[src/sv/dtfp_pkg.sv]
// package: payload and job types, character codes, multiply-by-ten helper
package dtfp_pkg;

    localparam logic [7:0] CH_DOT   = 8'h2E;
    localparam logic [7:0] CH_MINUS = 8'h2D;
    localparam logic [7:0] CH_ZERO  = 8'h30;
    localparam logic [7:0] CH_NINE  = 8'h39;

    localparam logic [4:0] FRAC_COUNT_MAX = 5'd31;

    // register indexes
    localparam logic REG_FRACTION_DIGITS = 1'b0;
    localparam logic REG_UNIT_SCALE      = 1'b1;

    typedef struct packed {
        logic [7:0] ch;
        logic       char_present;
        logic       is_last;
    } in_item_t;

    typedef struct packed {
        logic [63:0] amount;
        logic        amount_valid;
    } out_item_t;

    typedef struct packed {
        logic [4:0]  fraction_digits;
        logic [63:0] unit_scale;
    } cfg_t;

    // one finished string handed from front to back
    typedef struct packed {
        logic        ok;
        logic [63:0] whole;
        logic [63:0] frac;
        logic [4:0]  frac_count;
    } job_t;

    // acc * 10 + d, msb flags overflow past 64 bits
    function automatic logic [64:0] mac10(input logic [63:0] acc, input logic [3:0] d);
        logic [67:0] wide;
        wide = ({4'b0, acc} << 3) + ({4'b0, acc} << 1) + {64'b0, d};
        return {|wide[67:64], wide[63:0]};
    endfunction

endpackage

[src/sv/dtfp_queue.sv]
// short job queue between front and back
module dtfp_queue #(
    parameter int DEPTH = 4
) (
    input  logic           aclk,
    input  logic           aresetn,
    input  logic           push,
    input  dtfp_pkg::job_t push_data,
    output logic           full,
    input  logic           pop,
    output dtfp_pkg::job_t pop_data,
    output logic           empty
);
    import dtfp_pkg::*;

    localparam int PTR_W = (DEPTH > 1) ? $clog2(DEPTH) : 1;
    localparam int CNT_W = $clog2(DEPTH + 1);

    job_t             mem_reg [DEPTH];
    logic [PTR_W-1:0] wr_ptr_reg, wr_ptr_next;
    logic [PTR_W-1:0] rd_ptr_reg, rd_ptr_next;
    logic [CNT_W-1:0] count_reg, count_next;

    assign full     = (count_reg == CNT_W'(DEPTH));
    assign empty    = (count_reg == '0);
    assign pop_data = mem_reg[rd_ptr_reg];

    always_comb begin
        wr_ptr_next = wr_ptr_reg;
        rd_ptr_next = rd_ptr_reg;
        count_next  = count_reg;
        if (push && !full) begin
            wr_ptr_next = (wr_ptr_reg == PTR_W'(DEPTH - 1)) ? '0 : wr_ptr_reg + PTR_W'(1);
        end
        if (pop && !empty) begin
            rd_ptr_next = (rd_ptr_reg == PTR_W'(DEPTH - 1)) ? '0 : rd_ptr_reg + PTR_W'(1);
        end
        if ((push && !full) && !(pop && !empty)) begin
            count_next = count_reg + CNT_W'(1);
        end else if (!(push && !full) && (pop && !empty)) begin
            count_next = count_reg - CNT_W'(1);
        end
    end

    always_ff @(posedge aclk) begin
        if (!aresetn) begin
            wr_ptr_reg <= '0;
            rd_ptr_reg <= '0;
            count_reg  <= '0;
        end else begin
            wr_ptr_reg <= wr_ptr_next;
            rd_ptr_reg <= rd_ptr_next;
            count_reg  <= count_next;
        end
    end

    always_ff @(posedge aclk) begin
        if (push && !full) begin
            mem_reg[wr_ptr_reg] <= push_data;
        end
    end

endmodule

[config.mk]
export PLATFORM = sky130hd
export DESIGN_NAME = dtfp_queue
export DESIGN_NICKNAME = d
export VERILOG_FILES = /design/src/sv/dtfp_pkg.sv /design/src/sv/dtfp_queue.sv
export SDC_FILE = /design/constraint.sdc
export NUM_CORES = 1
export LEC_CHECK = 0
export BUFFER_PORTS_ARGS = -buffer_cell sky130_fd_sc_hd__buf_2
export CAP_MARGIN = 20
export CORE_ASPECT_RATIO = 0.75
export CORE_MARGIN = 2
export CORE_UTILIZATION = 50
export CTS_CLUSTER_SIZE = 30
export DETAILED_ROUTE_END_ITERATION = 10
export GPL_TIMING_DRIVEN = 0
export HOLD_SLACK_MARGIN = 0.1
export PLACE_DENSITY_LB_ADDON = 0.08
export SKIP_LAST_GASP = 1
export SYNTH_ARGS = -nofsm -noshare
export SYNTH_HDL_FRONTEND = slang
export SYNTH_SLANG_ARGS = --single-unit
[constraint.sdc]
create_clock -name aclk -period 4.5 [get_ports aclk]
set_input_delay 0.9 -clock aclk [delete_from_list [all_inputs] [get_ports aclk]]
set_output_delay 0.9 -clock aclk [all_outputs]
set_load 0.005 [all_outputs]
Yosys cells after proc, flatten, opt, wreduce, memory -nomap -nowiden. Memories as Yosys holds them, arrays and structs flattened. A register that Yosys moved wholly into a read port is not among the register bits. Index checks and enable logic that the tools add are counted.

Bitwise operators: 0. Equality and inequality tests: 3. Reductions and logical operators: 10. Divide/modulo/power cells: 0. Shift-type cells: 0. Multipliers: 0. Add/sub/neg operators: 4. Mux-type cells: 8. $lt $le $gt $ge: 0.

Operators by type and width (number): two-way mux 2 bit (4); two-way mux 3 bit (2); adder 2 x 1 -> 2 bit, second input constant (2); == test 2 bit, second input constant (2); logical AND 1 bit (4); logical NOT 1 bit (4); adder 3 x 1 -> 3 bit, second input constant (1); == test 3 bit, second input constant (1); logical NOT 3 bit (1); subtractor 3 x 1 -> 3 bit, second input constant (1); two-way mux 1 bit (2); nonzero test 2 bit (1).

Output and inout port bits: 136. Latch bits: 0. RAM bits: 536. Word-level logic and storage cells: 29. Bits of input ports: 138. Memories: 1. ROM bits: 0. Flip-flop bits (word level): 7.

Memory list: mem_reg (depth 4, width 134, read ports 1, clocked after memory_dff 1, wr ports 1, RTL line dtfp_queue.sv:19) `job_t mem_reg [DEPTH];`.

Longest topological paths before layout.
Word-level depth: 7. Gate-level depth with buffers: 9.

Least setup slack after synthesis. OpenSTA, ideal clock, no wires.

Kind: in2reg. From: input port push. To: memory mem_reg[1][0] in the netlist's numbering, enable pin. Cell stages on the path: 3. Required time: 3.991 ns. Library setup time: 0.509 ns. Data arrival time: 4.359 ns. Path slack: -0.368 ns. Path through: nor2b_1 -> clkbuf_1 -> and2_1.

Word-level cells in the longest chain between the ends: 3.

Ends and longest elaborated chain: start, declared (RTL line dtfp_queue.sv:7) `input logic push,`; logical AND 1 bit (RTL line dtfp_queue.sv:58) `if (push && !full) begin`; two-way mux 1 bit (RTL line dtfp_queue.sv:58); two-way mux 1 bit (not written as such) (RTL line dtfp_queue.sv:59) `mem_reg[wr_ptr_reg] <= push_data;`; end, declared (RTL line dtfp_queue.sv:19).

Every way passes these cells.

==> metrics.txt <==
#FFs+latches synth 545; Final Cycle Share 71.74%; DR pass1 iterations 6; layout cell share with drive strength beyond 1 45.57%; Min Hold Slack 0.5105 ns; min cycle time layout 3.228 ns; Crit. End Element primary output; min-delay worst type reg2reg; total wire length 37380 um; Max Cap Viol 0; worst-case reg-to-reg path depth 5; DRC Markers 0; reg-to-reg setup timing slack 2.07 ns; setup bufs post-CTS 0; hold buffer count at CTS 0; endpoints failing hold 0; gpl congestion 0.7230; WHS Path Cells 2; pwr/cell area 560.0 nW/um2; Reg clk slew, reported paths 0.06 ns; die area 41180 um2; initial antenna violation count 7; Via-to-Cell Ratio 5.361; post-cts resize count 0; FF-to-FF End mem_reg[2][85]; GRT overflow 0; Placed Instances 1552; crit path launch type register; Post-Place Worst Slack 1.603 ns; core area 39260 um2; Root Buffer clkbuf_16; WHS Endpoint wr_ptr_reg[1]; post-synth top area cell edfxtp_1; top cells by area, synth edfxtp_1 81%, mux4_2 15%, dfxtp_1 0.91%; Final #Nets 1231; crit path DAT 2.33 ns; TritonCTS clock tree yes; Post-synth EDFFs 536; top-area cell type share of the netlist area 81.38%; crit path max fanout 10; Routed Antenna Nets 0; Netlist cell types 23; Starting Density 50.39%; Post-DP HPWL 23590 um; PnR worst setup slack 1.272 ns; syn_area_per_cell 26.34 um2; outcome complete, no violations; pin count of the biggest net entering global routing 60; Crit Path Class reg2out; 1st-iter DRT viols 610; Mapped Cells 751; Clock Latency Late Sink 0.56 ns; DR vias 8846; Pleak 7.940 nW; post-synthesis cell area 19780 um2; I/O Pins 274; Synth Warn # 0; max-slew violations 0; floorplan row count 63; async set-reset flop share out of synthesis 0%; Die W 233.7 um; first-pass GRT wire length 56210 um; hold_sp wr_ptr_reg[1]; Wirelength per Cell 22.66 um; Seq/Total Area, Yosys 82.29%; number of port buffers 273; Worst slew margin 52.88%; CTS H-tree depth 2; Layout Area Growth over Synthesis 19.62%; VDD IR max 428.1 uV; vias in the first global route 9236; Worst EP required 3.60 ns; Tot GR Track Use 18.36%; ys flop type edfxtp_1; die height 176.2 um; unrepaired setup endpoints after global routing false; Sink Count 545; max reg flops 536; fillers 2822; count leader, synth edfxtp_1; Max Clk Rate 309.8 MHz; Post-Layout Cell Count 1650; Final setup violation count 0; synth cell count leaders 536 x edfxtp_1, 134 x mux4_2, 15 x buf_2; net count after synthesis 896; CTS Buf Count 52; worst-margin pin slew 0.7069 ns; Final Skew 0.01903 ns; clock buffer depth 3; Crit Reg-Reg Startpoint count_reg[0]
## placed cells by master (no fill, tap or decap), types with 2 or more instances in the layout
| master | netlist | final |
|---|---|---|
| buf_2 | 15 | 288 |
| bufinv_16 | 0 | 4 |
| clkinv_2 | 0 | 12 |
| mux2i_1 | 3 | 3 |
| buf_6 | 8 | 8 |
| nor2_1 | 2 | 2 |
| ha_1 | 6 | 6 |
| and2_4 | 0 | 4 |
| mux4_2 | 134 | 134 |
| nand2_1 | 6 | 6 |
| edfxtp_1 | 536 | 536 |
| clkinv_1 | 0 | 11 |
| buf_16 | 0 | 8 |
| diode_2 | 0 | 2 |
| nand3_1 | 2 | 2 |
| clkbuf_16 | 0 | 53 |
| o21ai_0 | 3 | 3 |
| clkbuf_1 | 9 | 22 |
| dfxtp_1 | 9 | 9 |
| inv_1 | 3 | 3 |
| nor2b_1 | 2 | 2 |
## worst max-delay path by stage
stage	startpoint	to	slack (ns)	cells after the start
6_report	register	pop_data[71]	1.27	5
5_1_grt	register	pop_data[84]	1.17	5
4_1_cts	register	pop_data[71]	1.16	5
3_5_place_dp	push	mem_reg[2][58]	1.60	5
3_3_place_gp	push	mem_reg[1][93]	-0.33	4
2_1_floorplan	push	mem_reg[0][0]	1.12	3
## cell families (layout without fill, tap and decap cells)
group | count (synthesis) | after routing | share of synthesized area (%)
DFF | 545 | 545 | 82.29
AOI/OAI and AO/OA | 5 | 5 | 0.1518
buffers and inverters | 35 | 412 | 1.063
xor gates and xnor gates | 2 | 2 | 0.08858
adders and majority gates | 7 | 7 | 0.4808
and+or+nand+nor | 20 | 20 | 0.5187
other | 0 | 2 | 0
muxes | 137 | 137 | 15.41
## final cells by class
cell class              count  area [um2]  share of cell area [%]
inverters                   3       11.26                 0.04759
clock buffers              67        1389                   5.870
plain buffers              32       198.9                  0.8408
repair buffers            281        1587                   6.705
clock inverters            29       240.2                   1.015
well taps                 520       650.6                   2.750
diodes                      2       5.005                 0.02115
flip-flops and latches    545       16280                   68.79
multi-input cells         171        3303                   13.96
## per-layer routing
| layer | global-route usage (%) | share of wire (%) | up-vias |
|---|---|---|---|
| met2 | 29.35 | 49 | 220 |
| met1 | 25.55 | 42 | 4624 |
| met4 | 3.797 | 1.5 | 8 |
| met5 | 0 | 0.13 | - |
| met3 | 5.362 | 7.3 | 64 |
| li1 | - | - | 3930 |
## through the flow
| step | utilization (%) | power (mW) | TNS (ns) | area [um2] |
|---|---|---|---|---|
| 3_3_place_gp | 55.54 | 9.239 | -157.04 | 21800 |
| 2_1_floorplan | - | 8.062 | 0 | 19780 |
| 5_1_grt | 60.26 | 13.85 | 0 | 23660 |
| 4_1_cts | 60.26 | 13.46 | 0 | 23660 |
| 3_5_place_dp | 56.11 | 9.284 | 0 | 22030 |
| 6_report | 60.27 | 13.25 | 0 | 23660 |
## worst max-delay path, cell delays in order, from the launching register on
cell and delay, ns:
dfxtp_1 0.30, buf_2 0.27, buf_2 0.33, buf_2 0.34, mux4_2 0.36, buf_2 0.16
## power by group
group	switching [mW]	internal (mW)	leakage (nW)	total, mW
combinational	1.38	1.41	2.15	2.79
clock	1.76	2.40	0.803	4.16
sequential	0.121	6.17	4.99	6.30
(Power assumes the default switching activity.)
