==> config.mk <==
export PLATFORM = sky130hd
export DESIGN_NAME = dtfp_front
export DESIGN_NICKNAME = d
export VERILOG_FILES = /design/src/sv/dtfp_pkg.sv /design/src/sv/dtfp_front.sv
export SDC_FILE = /design/constraint.sdc
export NUM_CORES = 1
export LEC_CHECK = 0
export BUFFER_PORTS_ARGS = -buffer_cell sky130_fd_sc_hd__buf_2
export CAP_MARGIN = 20
export CORE_ASPECT_RATIO = 2
export CORE_MARGIN = 3
export CORE_UTILIZATION = 40
export DETAILED_ROUTE_END_ITERATION = 7
export PLACE_DENSITY = 0.69
export SKIP_CTS_REPAIR_TIMING = 1
export SYNTH_ARGS = -nofsm -noshare
export SYNTH_HDL_FRONTEND = slang
export SYNTH_SLANG_ARGS = --single-unit
==> constraint.sdc <==
create_clock -name aclk -period 9.5 [get_ports aclk]
set_clock_uncertainty 0.2 [all_clocks]
set_input_delay 0.95 -clock aclk [delete_from_list [all_inputs] [get_ports aclk]]
set_output_delay 0.95 -clock aclk [all_outputs]
set_load 0.03 [all_outputs]
==> src/sv/dtfp_pkg.sv <==
// package: payload and job types, character codes, multiply-by-ten helper
package dtfp_pkg;

    localparam logic [7:0] CH_DOT   = 8'h2E;
    localparam logic [7:0] CH_MINUS = 8'h2D;
    localparam logic [7:0] CH_ZERO  = 8'h30;
    localparam logic [7:0] CH_NINE  = 8'h39;

    localparam logic [4:0] FRAC_COUNT_MAX = 5'd31;

    // register indexes
    localparam logic REG_FRACTION_DIGITS = 1'b0;
    localparam logic REG_UNIT_SCALE      = 1'b1;

    typedef struct packed {
        logic [7:0] ch;
        logic       char_present;
        logic       is_last;
    } in_item_t;

    typedef struct packed {
        logic [63:0] amount;
        logic        amount_valid;
    } out_item_t;

    typedef struct packed {
        logic [4:0]  fraction_digits;
        logic [63:0] unit_scale;
    } cfg_t;

    // one finished string handed from front to back
    typedef struct packed {
        logic        ok;
        logic [63:0] whole;
        logic [63:0] frac;
        logic [4:0]  frac_count;
    } job_t;

    // acc * 10 + d, msb flags overflow past 64 bits
    function automatic logic [64:0] mac10(input logic [63:0] acc, input logic [3:0] d);
        logic [67:0] wide;
        wide = ({4'b0, acc} << 3) + ({4'b0, acc} << 1) + {64'b0, d};
        return {|wide[67:64], wide[63:0]};
    endfunction

endpackage

==> src/sv/dtfp_front.sv <==
// front end: takes one character per beat, accumulates whole and fraction parts
module dtfp_front (
    input  logic              aclk,
    input  logic              aresetn,
    input  dtfp_pkg::cfg_t    cfg,
    input  logic              s_valid,
    output logic              s_ready,
    input  dtfp_pkg::in_item_t s_data,
    output logic              push_valid,
    output dtfp_pkg::job_t    push_data,
    input  logic              q_full
);
    import dtfp_pkg::*;

    logic        in_fraction_reg, in_fraction_next;
    logic [63:0] whole_acc_reg, whole_acc_next;
    logic        whole_seen_reg, whole_seen_next;
    logic [63:0] frac_acc_reg, frac_acc_next;
    logic [4:0]  frac_count_reg, frac_count_next;
    logic        error_flag_reg, error_flag_next;

    logic        accept;
    logic        is_digit;
    logic [3:0]  digit;
    logic [64:0] whole_mac;
    logic [64:0] frac_mac;
    logic [4:0]  count_inc;

    assign s_ready  = !q_full;
    assign accept   = s_valid && s_ready;
    assign is_digit = (s_data.ch >= CH_ZERO) && (s_data.ch <= CH_NINE);
    assign digit    = s_data.ch[3:0];

    assign whole_mac = mac10(whole_acc_reg, digit);
    assign frac_mac  = mac10(frac_acc_reg, digit);
    assign count_inc = (frac_count_reg < FRAC_COUNT_MAX) ? frac_count_reg + 5'd1
                                                         : frac_count_reg;

    always_comb begin
        in_fraction_next = in_fraction_reg;
        whole_acc_next   = whole_acc_reg;
        whole_seen_next  = whole_seen_reg;
        frac_acc_next    = frac_acc_reg;
        frac_count_next  = frac_count_reg;
        error_flag_next  = error_flag_reg;
        if (s_data.char_present) begin
            if (!in_fraction_reg) begin
                if (s_data.ch == CH_DOT) begin
                    in_fraction_next = 1'b1;
                end else if (is_digit) begin
                    whole_seen_next = 1'b1;
                    if (whole_mac[64]) begin
                        error_flag_next = 1'b1;
                    end else begin
                        whole_acc_next = whole_mac[63:0];
                    end
                end else begin
                    // minus sign and any other character
                    error_flag_next = 1'b1;
                end
            end else begin
                if (!is_digit) begin
                    error_flag_next = 1'b1;
                end else begin
                    frac_count_next = count_inc;
                    if (count_inc > cfg.fraction_digits) begin
                        error_flag_next = 1'b1;
                    end else if (frac_mac[64]) begin
                        error_flag_next = 1'b1;
                    end else begin
                        frac_acc_next = frac_mac[63:0];
                    end
                end
            end
        end
    end

    // a seen digit implies a non-empty string
    assign push_valid            = accept && s_data.is_last;
    assign push_data.ok          = whole_seen_next && !error_flag_next;
    assign push_data.whole       = whole_acc_next;
    assign push_data.frac        = frac_acc_next;
    assign push_data.frac_count  = frac_count_next;

    always_ff @(posedge aclk) begin
        if (!aresetn || (accept && s_data.is_last)) begin
            in_fraction_reg <= 1'b0;
            whole_acc_reg   <= '0;
            whole_seen_reg  <= 1'b0;
            frac_acc_reg    <= '0;
            frac_count_reg  <= '0;
            error_flag_reg  <= 1'b0;
        end else if (accept) begin
            in_fraction_reg <= in_fraction_next;
            whole_acc_reg   <= whole_acc_next;
            whole_seen_reg  <= whole_seen_next;
            frac_acc_reg    <= frac_acc_next;
            frac_count_reg  <= frac_count_next;
            error_flag_reg  <= error_flag_next;
        end
    end

endmodule

Word level (Yosys, flattened, before mapping)
Cells that the tools add are included.

storage, ports and cells
  input bits = 83
  register bits = 136
  word-level logic and storage cells = 55
  output and inout port bits = 136

operators by class
  eq/ne operators = 1
  $add $sub $neg = 5
  magnitude comparators = 4
  muxes and demuxes = 28
  reductions and logical operators = 11

operators by type and width
  operator             count
  $mux 64              10
  $add 67x65->68       2
  $add 68x4->68        2
  $mux 5               4
  $mux 1               14
  $eq 8x6->1 const B   1
  $ge 8x6->1 const B   1
  $le 8x6->1 const B   1
  $reduce_or 4->1      2
  $add 5x1->5 const B  1
  $gt 5x5->1           1
  $lt 5x5->1 const B   1
  $logic_and 1x1->1    4
  $logic_not 1->1      3
  $reduce_and 2->1     1
  $logic_or 1x1->1     1

Depth between registers and ports, before layout
Gate-level depths: netlist (run 1).

  word-level depth = 10
  gate-level depth with buffers = 18
  gate-level depth less buffers = 15

Worst setup path after synthesis (run 1)
OpenSTA, ideal clock, no wires.

  path type = input-to-output
  from = input s_data[5] (netlist name)
  to = output push_data[23] (netlist name)
  arrival time = 4.955 ns
  stages on the path = 16
  data required time = 8.350 ns
  slack = 3.395 ns
  path buffers = 2
  path through = inv_1 -> fa_1 -> inv_1 -> fa_1 -> a211oi_1 -> o21ai_1 -> nand3_1 -> a2111oi_0 -> o21a_1 -> a311o_1 -> xor2_1 -> nor4_4 -> o2111ai_1 -> buf_2 -> clkbuf_1 -> o21ai_0

RTL lines
  what             line              RTL
  start, declared  dtfp_front.sv:8   input dtfp_pkg::in_item_t s_data,
  end, declared    dtfp_front.sv:10  output dtfp_pkg::job_t push_data,

==> impl_metrics.yaml, run 1 <==
synthesis:
  synth_top_family_by_area: "compound AO/OA/AOI/OAI gates"
  synth-xor-area-share: 0.0672
  synthCells: 2162
  yosys_warnings: 0
  syn_nets: 2509
  synthSimpleGateAreaFrac: 0.213
  synthFlopType: "dfxtp_1"
  ys_ff_latch: 136
  synth_edf_count: 0
  synth_mux_area_frac: 0.0551
  avgSynthCellArea_um2: 7.42
  synth_fa_ha_area_frac: 0.208
  yosysSeqAreaShare: 0.170
  synthArstFlopShare: 0
  yosysUniqueCellTypes: 76
  synth-compound-area-share: 0.246
  syn-cell-area_um2: 16000
worst_setup_path:
  r2r_cells: 16
  cp-end-kind: "output port"
  ff2ff_setup_slack_ns: 3.72
  cp_data_required_time_ns: 8.35
  r2r-start: "whole_acc_reg[0]"
  crit_type: "input pin to output port"
  timing.rr.end: "whole_acc_reg[7]"
  start_kind: "input pin"
  arrival_ns: 6.70
  crit_start: "s_data[5]"
  cp_max_fo: 33
placement:
  gp_congestion: 0.950
  place_inst: 2729
  detailed_place_hpwl_um: 41100
  port_buffers: 154
global_route:
  use_met1: 0.210
  grt_pass1_wl_um: 82800
  grt-ovfl-total: 0
  grt_pass1_vias: 16600
  grt.met2_usage: 0.494
  gr-usage-all-layers: 0.240
  grt_antenna_before_repair: 0
  use_met3: 0.0332
  top_usage_layer: "met2"
  grt_max_degree: 91
sta:
  maxSlewHeadroom: 0.348
  rsz0062_at_grt: "no"
  layout_min_cycle_time_ns: 7.85
  setup_tns_ns: 0
  worstMarginPinSlew_ns: 0.969
  finalSetupViolCount: 0
  hold_viol_final: 0
  final-max-slew-violation-count: 0
  max_freq_mhz: 127
  fin_crit_sh: 0.826
clock_tree:
  insertion_delay_ns: 0.46
  root_buffer: "clkbuf_16"
  cts_htree_levels: 4
  cts.clk_slew.worst_paths_ns: 0.06
  cts_buffers: 17
  cts_tree: "yes"
  clockBufferDepth: 2
  cts.sinks: 136
layout:
  final_common_cell: "nand2_1"
  fillers: 4115
  area_growth_syn_to_layout_pct: 10.3
  final_cells: 2761
  antennaDiodeCount: 0
  layout.nets: 2570
  drive_above_1_share: 0.124
  final_cell_mix: "382 x nand2_1, 275 x a21oi_1, 260 x ha_1"
detailed_routing:
  wirelength_um: 51900
  wl_per_cell_um: 18.8
  drt_iter0_markers: 809
  vias_per_cell: 5.88
  drtPass1Iterations: 5
  vias: 16200
  drc_errors: 0
  ant_nets: 0
hold_path:
  holdPathEnd: "whole_seen_reg"
  holdCritPathClass: "flop to flop"
  hp-start: "whole_seen_reg"
  min_path_cells: 2
floorplan:
  die_w_um: 148
  io_pins: 219
  initial_core_util: 0.405
  dieArea_um2: 42700
  fp-row-count: 103
  die-height_um: 289
  coreArea_um2: 39600
job:
  drv_cap: 0
power:
  vdd_drop_max_v: 0.000120
  leakage_nw: 8.45
  power.density_nw_per_um2: 74.5
status:
  outcome: "complete, no violations"
## Yosys cell counts, types with 21 or more instances
master	instances	area (um^2)
a21o_1	58	435
a21oi_1	275	1380
a31oi_1	21	131
buf_2	31	155
clkbuf_1	85	319
dfxtp_1	136	2720
ha_1	260	3250
inv_1	40	150
mux2_2	63	709
nand2_1	383	1440
nand2b_1	61	382
nand3_1	32	160
nand4_1	52	325
nor2_1	97	364
nor3_1	30	150
o21a_1	27	203
o21ai_0	135	676
o21bai_1	31	233
xnor2_1	62	543
xor2_1	61	534
## area by class of cell
type	instances	area, um^2	area share
well taps	525	657	0.0371
flip-flops and latches	136	2720	0.154
clock inverters	9	115	0.00651
clock buffers	23	488	0.0276
inverters	40	150	0.00849
repair buffers	162	856	0.0484
multi-input cells	1866	12700	0.718
## logic make-up after synthesis
family,count (synthesis)
buf+inv,160
fa+ha+maj,264
simple gates,743
xor+xnor,123
mux,79
compound gates,657
flops,136
## report_power, final
part / switching (mW) / internal, mW / total [mW]
Combinational: 0.0289 / 0.0104 / 0.0393
Sequential: 0.000517 / 0.571 / 0.571
Clock: 0.293 / 0.416 / 0.709
Total: 0.322 / 0.997 / 1.32
## worst max-delay path by stage
stage	end	slack (ns)
after floorplan	push_data[23]	3.40
after global placement	push_data[117]	1.64
after detailed placement	push_data[117]	1.63
after CTS	push_data[117]	1.61
after global routing	push_data[117]	1.27
final	push_data[117]	1.65
## worst max-delay path, stage by stage
cell	delay, ns
buf_2	0.10
inv_1	0.10
fa_1	0.55
inv_1	0.07
fa_1	0.48
a211oi_1	0.35
o211ai_1	0.17
a221oi_1	0.47
a21oi_1	0.24
a21oi_1	0.58
o31a_1	0.40
o31ai_1	0.13
xor2_1	0.19
nor3_2	0.34
nand2_2	0.56
buf_12	0.42
mux2_1	0.35
buf_2	0.19
## per-stage QoR
stage	worst slack [ns]	util	power, mW	hold slack (ns)	area, um^2
floorplan	3.40	-	0.607	0.238	16000
global placement	1.64	0.432	0.623	0.247	17100
detailed placement	1.63	0.432	0.624	0.269	17100
CTS	1.61	0.447	1.34	0.283	17700
global route	1.27	0.447	1.36	0.324	17700
finish	1.65	0.447	1.32	0.282	17700
## routing by layer
layer	share of wire	wire length, um	up-vias
met3	0.041	2140	175
li1	-	-	7942
met4	0.063	3280	0
met2	0.57	29400	505
met5	0	0	-
met1	0.33	17100	7601
Power figures use the tool's default switching activity.
==> run 2: changes to the inputs <==
Clock period 9.5 ns to 7.7 ns, I/O delays scaled along.
==> impl_metrics.yaml, run 2 (synthesis results as in run 1) <==
global_route:
  grt_max_degree: 98
  grt_antenna_before_repair: 0
  use_met1: 0.212
  grt_pass1_wl_um: 82900
  gr-usage-all-layers: 0.240
  grt-ovfl-total: 0
  grt_pass1_vias: 16600
  top_usage_layer: "met2"
  grt.met2_usage: 0.495
  use_met3: 0.0307
detailed_routing:
  vias: 16400
  wirelength_um: 52700
  wl_per_cell_um: 19.0
  drc_errors: 0
  drt_iter0_markers: 799
  drtPass1Iterations: 5
  ant_nets: 0
  vias_per_cell: 5.92
sta:
  setup_tns_ns: 0
  hold_viol_final: 0
  rsz0062_at_grt: "no"
  final-max-slew-violation-count: 0
  worstMarginPinSlew_ns: 0.902
  finalSetupViolCount: 0
  max_freq_mhz: 143
  fin_crit_sh: 0.908
  layout_min_cycle_time_ns: 6.99
  maxSlewHeadroom: 0.390
placement:
  port_buffers: 154
  gp_congestion: 0.952
  detailed_place_hpwl_um: 41800
hold_path:
  holdCritPathClass: "flop to flop"
  hp-start: "whole_seen_reg"
clock_tree:
  insertion_delay_ns: 0.47
  cts.sinks: 136
  clockBufferDepth: 2
  cts.clk_slew.worst_paths_ns: 0.06
  root_buffer: "clkbuf_16"
  cts_tree: "yes"
  cts_buffers: 17
  cts_htree_levels: 4
layout:
  fillers: 4061
  drive_above_1_share: 0.129
  antennaDiodeCount: 0
  final_cell_mix: "382 x nand2_1, 275 x a21oi_1, 260 x ha_1"
  final_common_cell: "nand2_1"
  area_growth_syn_to_layout_pct: 11.1
  final_core_util: 0.451
  layout.nets: 2580
worst_setup_path:
  cp_data_required_time_ns: 6.73
  start_kind: "input pin"
  ff2ff_setup_slack_ns: 2.11
  crit_type: "input pin to output port"
  crit_start: "s_data[5]"
  arrival_ns: 6.02
  timing.rr.end: "frac_acc_reg[26]"
  cp_max_fo: 29
  r2r_cells: 16
  crit_end: "push_data[117]"
  cp-end-kind: "output port"
  r2r-start: "frac_acc_reg[0]"
floorplan:
  fp-row-count: 103
  die_w_um: 148
  dieArea_um2: 42700
  initial_core_util: 0.405
  io_pins: 219
  coreArea_um2: 39600
  die-height_um: 289
power:
  power.density_nw_per_um2: 95.6
  leakage_nw: 8.52
  vdd_drop_max_v: 0.000146
status:
  outcome: "complete, no violations"
job:
  drv_cap: 0
## run 2: changes by cell type in the layout (fill, tap and decap cells not counted), sizes merged
cell	previous run	this run
bufinv	2	4
clkinvlp	2	1
clkbuf	23	17
inv	41	47
clkinv	4	3
buf	162	172
## run 2: worst max-delay path, cell delays in order
cell and delay [ns]:
buf_2 0.11, inv_1 0.12, fa_1 0.56, inv_1 0.07, fa_1 0.49, a211oi_1 0.35
o211ai_1 0.15, a221oi_1 0.49, a21oi_1 0.27, a21oi_1 0.54, o31a_1 0.27, o31ai_1 0.10
xor2_1 0.20, nor3_2 0.34, nand2_2 0.35, buf_12 0.29, mux2_1 0.34, buf_2 0.19
## run 2: worst min-delay path by stage
stage | cells past startpoint | to | slack (ns)
6_report | 2 | whole_seen_reg | 0.28
2_1_floorplan | 2 | whole_seen_reg | 0.24
4_1_cts | 2 | whole_seen_reg | 0.27
5_1_grt | 2 | whole_acc_reg[27] | 0.32
3_5_place_dp | 2 | whole_seen_reg | 0.26
3_3_place_gp | 2 | whole_seen_reg | 0.25
## run 2: power by group
| part | leakage (nW) | internal (mW) | total [mW] | switching (mW) |
|---|---|---|---|---|
| Sequential | 1.09 | 0.704 | 0.704 | 0.000643 |
| Clock | 0.312 | 0.551 | 0.948 | 0.398 |
| Combinational | 7.12 | 0.0152 | 0.0523 | 0.0371 |
| Total | 8.52 | 1.27 | 1.70 | 0.435 |
## run 2: layer usage
metal	vias to the layer above	wire length, um
met5	-	0
met4	0	3370
met3	193	1900
met2	461	29800
met1	7809	17600
li1	7944	-
## run 2: final cells by class
class | count | area (um^2) | area share
Clock buffer | 17 | 425 | 0.0239
Sequential cell | 136 | 2720 | 0.153
Timing Repair Buffer | 172 | 951 | 0.0533
Multi-Input combinational cell | 1866 | 12700 | 0.713
Inverter | 40 | 150 | 0.00842
Tap cell | 525 | 657 | 0.0368
Clock inverter | 15 | 214 | 0.0120
## run 2: through the flow
stage | hold WS, ns | worst slack, ns | total power [mW] | area, um^2 | instances
final | 0.277 | 0.709 | 1.70 | 17800 | 2771
after detailed placement | 0.258 | 0.812 | 0.771 | 17200 | 2738
after global routing | 0.318 | 0.417 | 1.75 | 17800 | 2771
after global placement | 0.247 | 0.885 | 0.769 | 17200 | 2738
after floorplan | 0.238 | 1.96 | 0.749 | 16000 | 2162
after CTS | 0.273 | 0.750 | 1.72 | 17800 | 2770
