$ cat src/sv/dtfp_pkg.sv
// package: payload and job types, character codes, multiply-by-ten helper
package dtfp_pkg;

    localparam logic [7:0] CH_DOT   = 8'h2E;
    localparam logic [7:0] CH_MINUS = 8'h2D;
    localparam logic [7:0] CH_ZERO  = 8'h30;
    localparam logic [7:0] CH_NINE  = 8'h39;

    localparam logic [4:0] FRAC_COUNT_MAX = 5'd31;

    // register indexes
    localparam logic REG_FRACTION_DIGITS = 1'b0;
    localparam logic REG_UNIT_SCALE      = 1'b1;

    typedef struct packed {
        logic [7:0] ch;
        logic       char_present;
        logic       is_last;
    } in_item_t;

    typedef struct packed {
        logic [63:0] amount;
        logic        amount_valid;
    } out_item_t;

    typedef struct packed {
        logic [4:0]  fraction_digits;
        logic [63:0] unit_scale;
    } cfg_t;

    // one finished string handed from front to back
    typedef struct packed {
        logic        ok;
        logic [63:0] whole;
        logic [63:0] frac;
        logic [4:0]  frac_count;
    } job_t;

    // acc * 10 + d, msb flags overflow past 64 bits
    function automatic logic [64:0] mac10(input logic [63:0] acc, input logic [3:0] d);
        logic [67:0] wide;
        wide = ({4'b0, acc} << 3) + ({4'b0, acc} << 1) + {64'b0, d};
        return {|wide[67:64], wide[63:0]};
    endfunction

endpackage

$ cat src/sv/dtfp_back.sv
// back end: fraction padding, whole times base unit, final sum and output register
module dtfp_back (
    input  logic               aclk,
    input  logic               aresetn,
    input  dtfp_pkg::cfg_t     cfg,
    input  logic               q_empty,
    input  dtfp_pkg::job_t     q_data,
    output logic               pop,
    output logic               m_valid,
    input  logic               m_ready,
    output dtfp_pkg::out_item_t m_data
);
    import dtfp_pkg::*;

    localparam logic [1:0] ST_IDLE = 2'd0;
    localparam logic [1:0] ST_PAD  = 2'd1;
    localparam logic [1:0] ST_MUL  = 2'd2;
    localparam logic [1:0] ST_SUM  = 2'd3;

    localparam logic [2:0] MUL_STEPS = 3'd4;

    logic [1:0]   state_reg, state_next;
    logic         ok_reg, ok_next;
    logic [63:0]  whole_reg, whole_next;
    logic [63:0]  frac_reg, frac_next;
    logic [4:0]   pad_reg, pad_next;
    logic [2:0]   step_reg, step_next;
    logic [63:0]  pp_reg, pp_next;
    logic [127:0] prod_reg, prod_next;
    logic         out_valid_reg, out_valid_next;
    out_item_t    out_reg, out_next;

    logic [64:0]  pad_mac;
    logic [31:0]  op_a, op_b;
    logic [1:0]   prev_step;
    logic [127:0] pp_shifted;
    logic [64:0]  final_sum;
    logic         out_free;

    assign pad_mac   = mac10(frac_reg, 4'd0);
    assign prev_step = step_reg[1:0] - 2'd1;
    assign final_sum = {1'b0, prod_reg[63:0]} + {1'b0, frac_reg};
    assign out_free  = !out_valid_reg || m_ready;

    // partial product operands: lo*lo, lo*hi, hi*lo, hi*hi
    always_comb begin
        case (step_reg[1:0])
            2'd0: begin
                op_a = whole_reg[31:0];
                op_b = cfg.unit_scale[31:0];
            end
            2'd1: begin
                op_a = whole_reg[31:0];
                op_b = cfg.unit_scale[63:32];
            end
            2'd2: begin
                op_a = whole_reg[63:32];
                op_b = cfg.unit_scale[31:0];
            end
            default: begin
                op_a = whole_reg[63:32];
                op_b = cfg.unit_scale[63:32];
            end
        endcase
    end

    always_comb begin
        case (prev_step)
            2'd0:    pp_shifted = {64'b0, pp_reg};
            2'd1:    pp_shifted = {32'b0, pp_reg, 32'b0};
            2'd2:    pp_shifted = {32'b0, pp_reg, 32'b0};
            default: pp_shifted = {pp_reg, 64'b0};
        endcase
    end

    always_comb begin
        state_next     = state_reg;
        ok_next        = ok_reg;
        whole_next     = whole_reg;
        frac_next      = frac_reg;
        pad_next       = pad_reg;
        step_next      = step_reg;
        pp_next        = pp_reg;
        prod_next      = prod_reg;
        out_valid_next = out_valid_reg && !m_ready;
        out_next       = out_reg;
        pop            = 1'b0;
        case (state_reg)
            ST_IDLE: begin
                if (!q_empty) begin
                    pop        = 1'b1;
                    ok_next    = q_data.ok;
                    whole_next = q_data.whole;
                    frac_next  = q_data.frac;
                    pad_next   = q_data.ok ? cfg.fraction_digits - q_data.frac_count : 5'd0;
                    state_next = ST_PAD;
                end
            end
            ST_PAD: begin
                if (pad_reg == 5'd0 || !ok_reg) begin
                    step_next  = '0;
                    prod_next  = '0;
                    state_next = ST_MUL;
                end else begin
                    if (pad_mac[64]) begin
                        ok_next = 1'b0;
                    end
                    frac_next = pad_mac[63:0];
                    pad_next  = pad_reg - 5'd1;
                end
            end
            ST_MUL: begin
                if (step_reg != MUL_STEPS) begin
                    pp_next = {32'b0, op_a} * {32'b0, op_b};
                end
                if (step_reg != 3'd0) begin
                    prod_next = prod_reg + pp_shifted;
                end
                if (step_reg == MUL_STEPS) begin
                    state_next = ST_SUM;
                end else begin
                    step_next = step_reg + 3'd1;
                end
            end
            default: begin
                if (out_free) begin
                    out_valid_next = 1'b1;
                    if (ok_reg && !(|prod_reg[127:64]) && !final_sum[64]) begin
                        out_next.amount       = final_sum[63:0];
                        out_next.amount_valid = 1'b1;
                    end else begin
                        out_next.amount       = '0;
                        out_next.amount_valid = 1'b0;
                    end
                    state_next = ST_IDLE;
                end
            end
        endcase
    end

    assign m_valid = out_valid_reg;
    assign m_data  = out_reg;

    always_ff @(posedge aclk) begin
        if (!aresetn) begin
            state_reg     <= ST_IDLE;
            out_valid_reg <= 1'b0;
        end else begin
            state_reg     <= state_next;
            out_valid_reg <= out_valid_next;
        end
    end

    always_ff @(posedge aclk) begin
        ok_reg    <= ok_next;
        whole_reg <= whole_next;
        frac_reg  <= frac_next;
        pad_reg   <= pad_next;
        step_reg  <= step_next;
        pp_reg    <= pp_next;
        prod_reg  <= prod_next;
        out_reg   <= out_next;
    end

endmodule

$ cat config.mk
export PLATFORM = sky130hd
export DESIGN_NAME = dtfp_back
export DESIGN_NICKNAME = d
export VERILOG_FILES = /design/src/sv/dtfp_pkg.sv /design/src/sv/dtfp_back.sv
export SDC_FILE = /design/constraint.sdc
export NUM_CORES = 2
export LEC_CHECK = 0
export ABC_CLOCK_PERIOD_IN_PS = 9700
export BUFFER_PORTS_ARGS = -buffer_cell sky130_fd_sc_hd__buf_2
export CAP_MARGIN = 20
export CORE_MARGIN = 2
export CORE_UTILIZATION = 45
export CTS_CLUSTER_SIZE = 8
export DETAILED_ROUTE_END_ITERATION = 12
export PLACE_DENSITY = 0.6
export SLEW_MARGIN = 10
export SYNTH_ARGS = -nofsm -noshare
export SYNTH_HDL_FRONTEND = slang
export SYNTH_SLANG_ARGS = --single-unit
export TNS_END_PERCENT = 10
$ cat constraint.sdc
create_clock -name aclk -period 9.7 [get_ports aclk]
set_input_delay 0.97 -clock aclk [delete_from_list [all_inputs] [get_ports aclk]]
set_output_delay 0.97 -clock aclk [all_outputs]
set_load 0.02 [all_outputs]
# Word-level counts from Yosys, hierarchy flattened
# Index checks and enable logic that the tools add are counted.
[totals]
register_bits = 397
inputBits = 207
out_inout_bits = 67
wordCells = 98
[classes]
n_addsub = 7
mul = 1
eq_ne = 15
n_mux = 30
n_bitwise = 2
reduce_logical = 32
[op_table]
columns = ["op", "count"]
rows = [
  ["case mux 128 bit (2 select lines)", 2],
  ["two-way mux 128 bit", 2],
  ["adder 128 bit", 1],
  ["two-way mux 64 bit", 2],
  ["case mux 64 bit (2 select lines)", 1],
  ["adder 67 x 65 -> 68 bit", 1],
  ["adder 64 x 64 -> 65 bit", 1],
  ["multiplier 32 x 32 -> 64 bit", 1],
  ["two-way mux 32 bit", 2],
  ["OR reduction 64 bit", 1],
  ["two-way mux 5 bit", 3],
  ["!= test 2 bit, second input constant", 7],
  ["case mux 5 bit (2 select lines)", 1],
  ["AND reduction 3 bit", 3],
  ["two-way mux 1 bit", 8],
  ["two-way mux 2 bit", 4],
  ["AND reduction 4 bit", 2],
  ["equality test 2 x 1 -> 1 bit, second input constant", 3],
  ["equality test 2 bit, second input constant", 3],
  ["logical NOT 2 bit", 3],
  ["two-way mux 3 bit", 2],
  ["case mux 2 bit (3 select lines)", 1],
  ["case mux 3 bit (2 select lines)", 1],
  ["AND reduction 2 bit", 3],
  ["18 further kinds", 29],
]

# Depth between registers and ports, before layout
[logic_depth]
depth_word = 7
mapped_depth = 36
ltp_nobuf = 32

# Worst setup path before layout
# No wires, ideal clock.
[synth_path]
kind = "reg2reg"
startpoint = "register step_reg[0]"
endpoint = "register pp_reg[58], data pin"
setup_ns = 0.264
arrival_time_ns = 9.315
required_time_ns = 9.436
setup_slack_ns = 0.121
stages_incl_launch_ff = 34
synth_period_minus_slack_ns = 9.579
cell_sequence = "edfxtp_1 -> inv_1 -> ha_1 -> clkbuf_1 -> nor2_1 -> clkbuf_1 -> clkbuf_1 -> mux2i_1 -> clkbuf_1 -> nor2_1 -> fa_1 -> fa_1 -> fa_1 -> inv_1 -> fa_1 -> inv_1 -> fa_1 -> fa_1 -> fa_1 -> inv_1 -> fa_1 -> inv_1 -> ha_1 -> clkbuf_1 -> nand4_1 -> or3_1 -> or2_2 -> o22a_1 -> o21ba_2 -> o21ai_1 -> nor2b_1 -> a41oi_1 -> o21bai_1 -> xor2_1"
[synth_via]
elab_chain_cells = 4
[synth_rtl]
columns = ["item", "line_no", "text"]
rows = [
  ["start, declared", "dtfp_back.sv:27", "logic [2:0] step_reg, step_next;"],
  ["start signal, assigned", "dtfp_back.sv:159", "step_reg <= step_next;"],
  ["equality test 2 x 1 -> 1 bit, or another cell as far along", "dtfp_back.sv:47", "case (step_reg[1:0])"],
  ["OR reduction 2 bit (no source line)", "-", ""],
  ["two-way mux 32 bit", "dtfp_back.sv:47", ""],
  ["multiplier 32 x 32 -> 64 bit *", "dtfp_back.sv:114", "pp_next = {32'b0, op_a} * {32'b0, op_b};"],
  ["end signal, assigned", "dtfp_back.sv:160", "pp_reg <= pp_next;"],
  ["end, declared", "dtfp_back.sv:28", "logic [63:0] pp_reg, pp_next;"],
]
# Mark *: on every way between the ends. The rest lies on a longest branch, timed or not.
# A chain may end at the register's enable or synchronous reset.

# Worst setup path in the final report
# Ends and elaborated chain as after synthesis.

==> results.txt <==
The number of port buffers came out at 273. The worst setup path is captured at a flop. The maximum number of pins on one net before global-route repair is 129. The most common cell type on the critical path is sky130_fd_sc_hd__fa_1.

The average footprint of a synthesized cell came out at 9.05 um^2. Setup repair after global routing left no endpoint under its margin. The count of boundary I/O pins came out at 274. The clock tree synthesis step divided the H-tree into 2 levels.

The die outline width is 379 um. The number of flops mapped to enable cells by yosys is 394. The vias after detailed routing came out at 53200.

The final sum of negative setup slack is 0 ps. The arrival time reported for the critical path endpoint came out at 9790 ps. The total overflow left after global routing is 0.

The filler cells instantiated in the layout total 13300. Summed over all nets, the half-perimeter wirelength after detailed placement is 192 mm. The cell depth of the worst flop-to-flop path is 30.

In the synthesized netlist, the number of instances is 7005. The number of placement rows came out at 137. The setup slack of the most critical reg-to-reg path came out at 330 ps. The hold buffer count at CTS came out at 0. The flow ran to the end, and the final reports show no timing, DRC or antenna violations. After synthesis the cells add up to 63400 um^2. The post-detailed-route count of antenna-violating nets came out at 0. In this run the critical register-to-register path is launched from step_reg[0]$_SDFFCE_PN0P_. Of all nets on the critical path, the largest fanout is 26. The most area-hungry cell type in the Yosys netlist is sky130_fd_sc_hd__fa_1.

The area enclosed by the die boundary is 144000 um^2. The later pin in the worst-skew pair is clocked with a latency of 700 ps. In the synthesized netlist the async set-or-reset flop fraction comes to 0%. The TritonCTS clock tree is yes. The detail-routed via count per cell is 5.84. The number of search-and-repair iterations in the first detailed-routing pass came out at 6. The synthesized netlist net count is 8643.

The number of setup violations in the final report is 0. The worst hold path belongs to the class in2reg. The number of flip-flops under the largest register name came out at 128.

The final hold violation count was 0. The storage element area came out at 11900 um^2. The area share of the largest cell type after synthesis came out at 28.4%. The critical path class is reg2reg. The hold path startpoint is q_data[96].

The core footprint is 140000 um^2. The footprint of the multi-input gates is 47000 um^2. The maximum cell stage delay along the critical path is 780 ps. The number of antenna violations at the first check in global routing is 13. The achievable clock frequency came out at 107 MHz. In this run, CTS created clock tree buffers numbering 58. The number of register bits inferred by synthesis came out at 397. The number of cells traversed by the worst hold path came out at 1. The final weighted congestion of routability-driven global placement is 1.01.

The average wire length per cell after detail routing is 26.1 um. The warning count from the yosys run is 0. The headroom to the max-slew limit came out at 31.2%. The global-route wire length before repair is 350 mm. From synthesis to final layout, the design area changed by 9.96%. The overall routed net length is 238 mm. The number of maximum-capacitance constraint violations came out at 0. After detailed routing, the number of remaining DRC violations is 0.

The number of global-route vias before repair is 54300. The starting DRC count in detailed routing is 4845. The clock sink count is 397. The buffer cell driving the clock tree root is sky130_fd_sc_hd__clkbuf_16.

The share of synthesized area occupied by flip-flops and latches came out at 18.8%. Of the cells placed in the final design, the portion with a size suffix greater than 1 is 10.7%. The number of nets in the final layout came out at 8847.

The most instantiated flip-flop cell in the synthesis netlist is sky130_fd_sc_hd__edfxtp_1. From bottom edge to top edge, the die measures 379 um. The slew at the pin closest to its max-slew limit is 1030 ps. The clock arrives with 62.8 ps of skew.

The final critical path takes up 96.6% of the cycle. The worst slack on hold paths is 462 ps. On the critical path, the stage with the largest delay is an instance of sky130_fd_sc_hd__mux2i_2. The global router's overall resource usage is 33.2%. By area the synthesized netlist is led by sky130_fd_sc_hd__fa_1 (28%), sky130_fd_sc_hd__edfxtp_1 (19%), sky130_fd_sc_hd__ha_1 (10%), sky130_fd_sc_hd__inv_1 (5.8%), sky130_fd_sc_hd__nor2_1 (5.8%). The starting density of the core came out at 45.4%.

The max-slew violation total from the final report is 0. The maximum root-to-sink buffer count is 3. The clock-pin transition on the worst setup and hold timing paths is 50 ps. The worst register-to-register path ends at pp_reg[58]$_DFFE_PP_. The sink of the worst hold path is whole_reg[27]$_DFFE_PP_.

The worst setup path is launched from a flop. The count of unique library cells instantiated by Yosys is 102. The worst path in the final design needs a cycle of 9370 ps, including I/O delays and setup.

The data required time of the critical path is 10120 ps.
[worst max path at each step]
stage / start / to / slack, ps
after floorplan: step_reg[0]$_SDFFCE_PN0P_ / pp_reg[58]$_DFFE_PP_ / 120
after global placement: step_reg[0]$_SDFFCE_PN0P_ / pp_reg[60]$_DFFE_PP_ / 130
after detailed placement: step_reg[0]$_SDFFCE_PN0P_ / pp_reg[60]$_DFFE_PP_ / 50
after CTS: step_reg[0]$_SDFFCE_PN0P_ / pp_reg[56]$_DFFE_PP_ / 160
after global routing: step_reg[0]$_SDFFCE_PN0P_ / pp_reg[58]$_DFFE_PP_ / 8
final: step_reg[0]$_SDFFCE_PN0P_ / pp_reg[58]$_DFFE_PP_ / 330
[layout make-up]
| class | instances | share of cell area [%] |
|---|---|---|
| multi-input combinational | 5310 | 67.4 |
| sequential | 397 | 17.1 |
| inverter | 991 | 5.34 |
| timing repair buffer | 451 | 4.50 |
| tap | 1876 | 3.37 |
| clock buffer | 61 | 2.10 |
| clock inverter | 12 | 0.188 |
| antenna | 12 | 0.0431 |
[critical path: cells and delay by family, from the launching register on]
kind / cells / cell delay [ps]
compound gates: 5 / 1060
xor+xnor: 1 / 80
fa+ha+maj: 10 / 4530
buf+inv: 7 / 920
flops: 1 / 450
mux: 1 / 780
simple gates: 6 / 1270
[per-layer routing]
metal	wire, um	part of all wire [%]	up-vias	global-route usage [%]
met4	13000	5.5	4	15.0
li1	-	-	23500	-
met3	21100	8.8	596	6.33
met1	94900	40	26600	42.8
met2	109000	46	2563	54.0
met5	23	0.0097	-	0
[Yosys cell counts (110+ instances only)]
cell / instances
sky130_fd_sc_hd__xor2_1: 110
sky130_fd_sc_hd__xnor2_1: 185
sky130_fd_sc_hd__fa_1: 900
sky130_fd_sc_hd__edfxtp_1: 394
sky130_fd_sc_hd__a21oi_1: 417
sky130_fd_sc_hd__mux2_2: 115
sky130_fd_sc_hd__inv_1: 988
sky130_fd_sc_hd__nor2_1: 975
sky130_fd_sc_hd__clkbuf_1: 274
sky130_fd_sc_hd__a21o_1: 158
sky130_fd_sc_hd__ha_1: 531
sky130_fd_sc_hd__nand2_1: 690
sky130_fd_sc_hd__o21ai_0: 196
[through the flow]
| stage | area, um^2 | setup slack (ps) | instances | utilization (%) |
|---|---|---|---|---|
| detailed placement | 67900 | 50.8 | 9020 | 48.6 |
| floorplan | 63400 | 121 | 7005 | - |
| global placement | 67900 | 130 | 9020 | 48.6 |
| global route | 69700 | 8.35 | 9103 | 49.9 |
| CTS | 69500 | 162 | 9093 | 49.8 |
| finish | 69700 | 329 | 9110 | 49.9 |
[cell usage in the layout (no fill, tap or decap), drive strengths merged, types with 27 or more instances in the layout]
master	instances
and2	97
mux2i	70
fa	900
nor2b	48
buf	451
ha	531
clkbuf	61
a21o	159
nand2b	40
nand2	690
xor2	110
xnor2	185
inv	990
a211oi	27
a22o	64
o21ai	232
nor4	29
nand4	107
nand3	53
nor3	51
nor2	976
o21bai	72
mux2	116
a21oi	420
edfxtp	394
o21a	42
[cell families (layout without fill, tap and decap cells)]
logic type	after synthesis	count (layout)	synth area share, %
adders and majority gates	1431	1431	38.9
other	0	12	0
DFF	397	397	18.8
AOI/OAI and AO/OA	1213	1213	12.4
buffers and inverters	1298	1515	7.76
xor gates and xnor gates	295	295	4.07
muxes	186	186	3.17
and+or+nand+nor	2185	2185	14.9
[repair_timing]
item                                    CTS  global route
pin swaps                                 0             2
endpoints found under the setup margin    1            12
buffers inserted                          0             5
gates resized for setup                   1            17
Power is not shown: default switching activity piles up to over one toggle a cycle in this logic, so the estimate is an artifact.
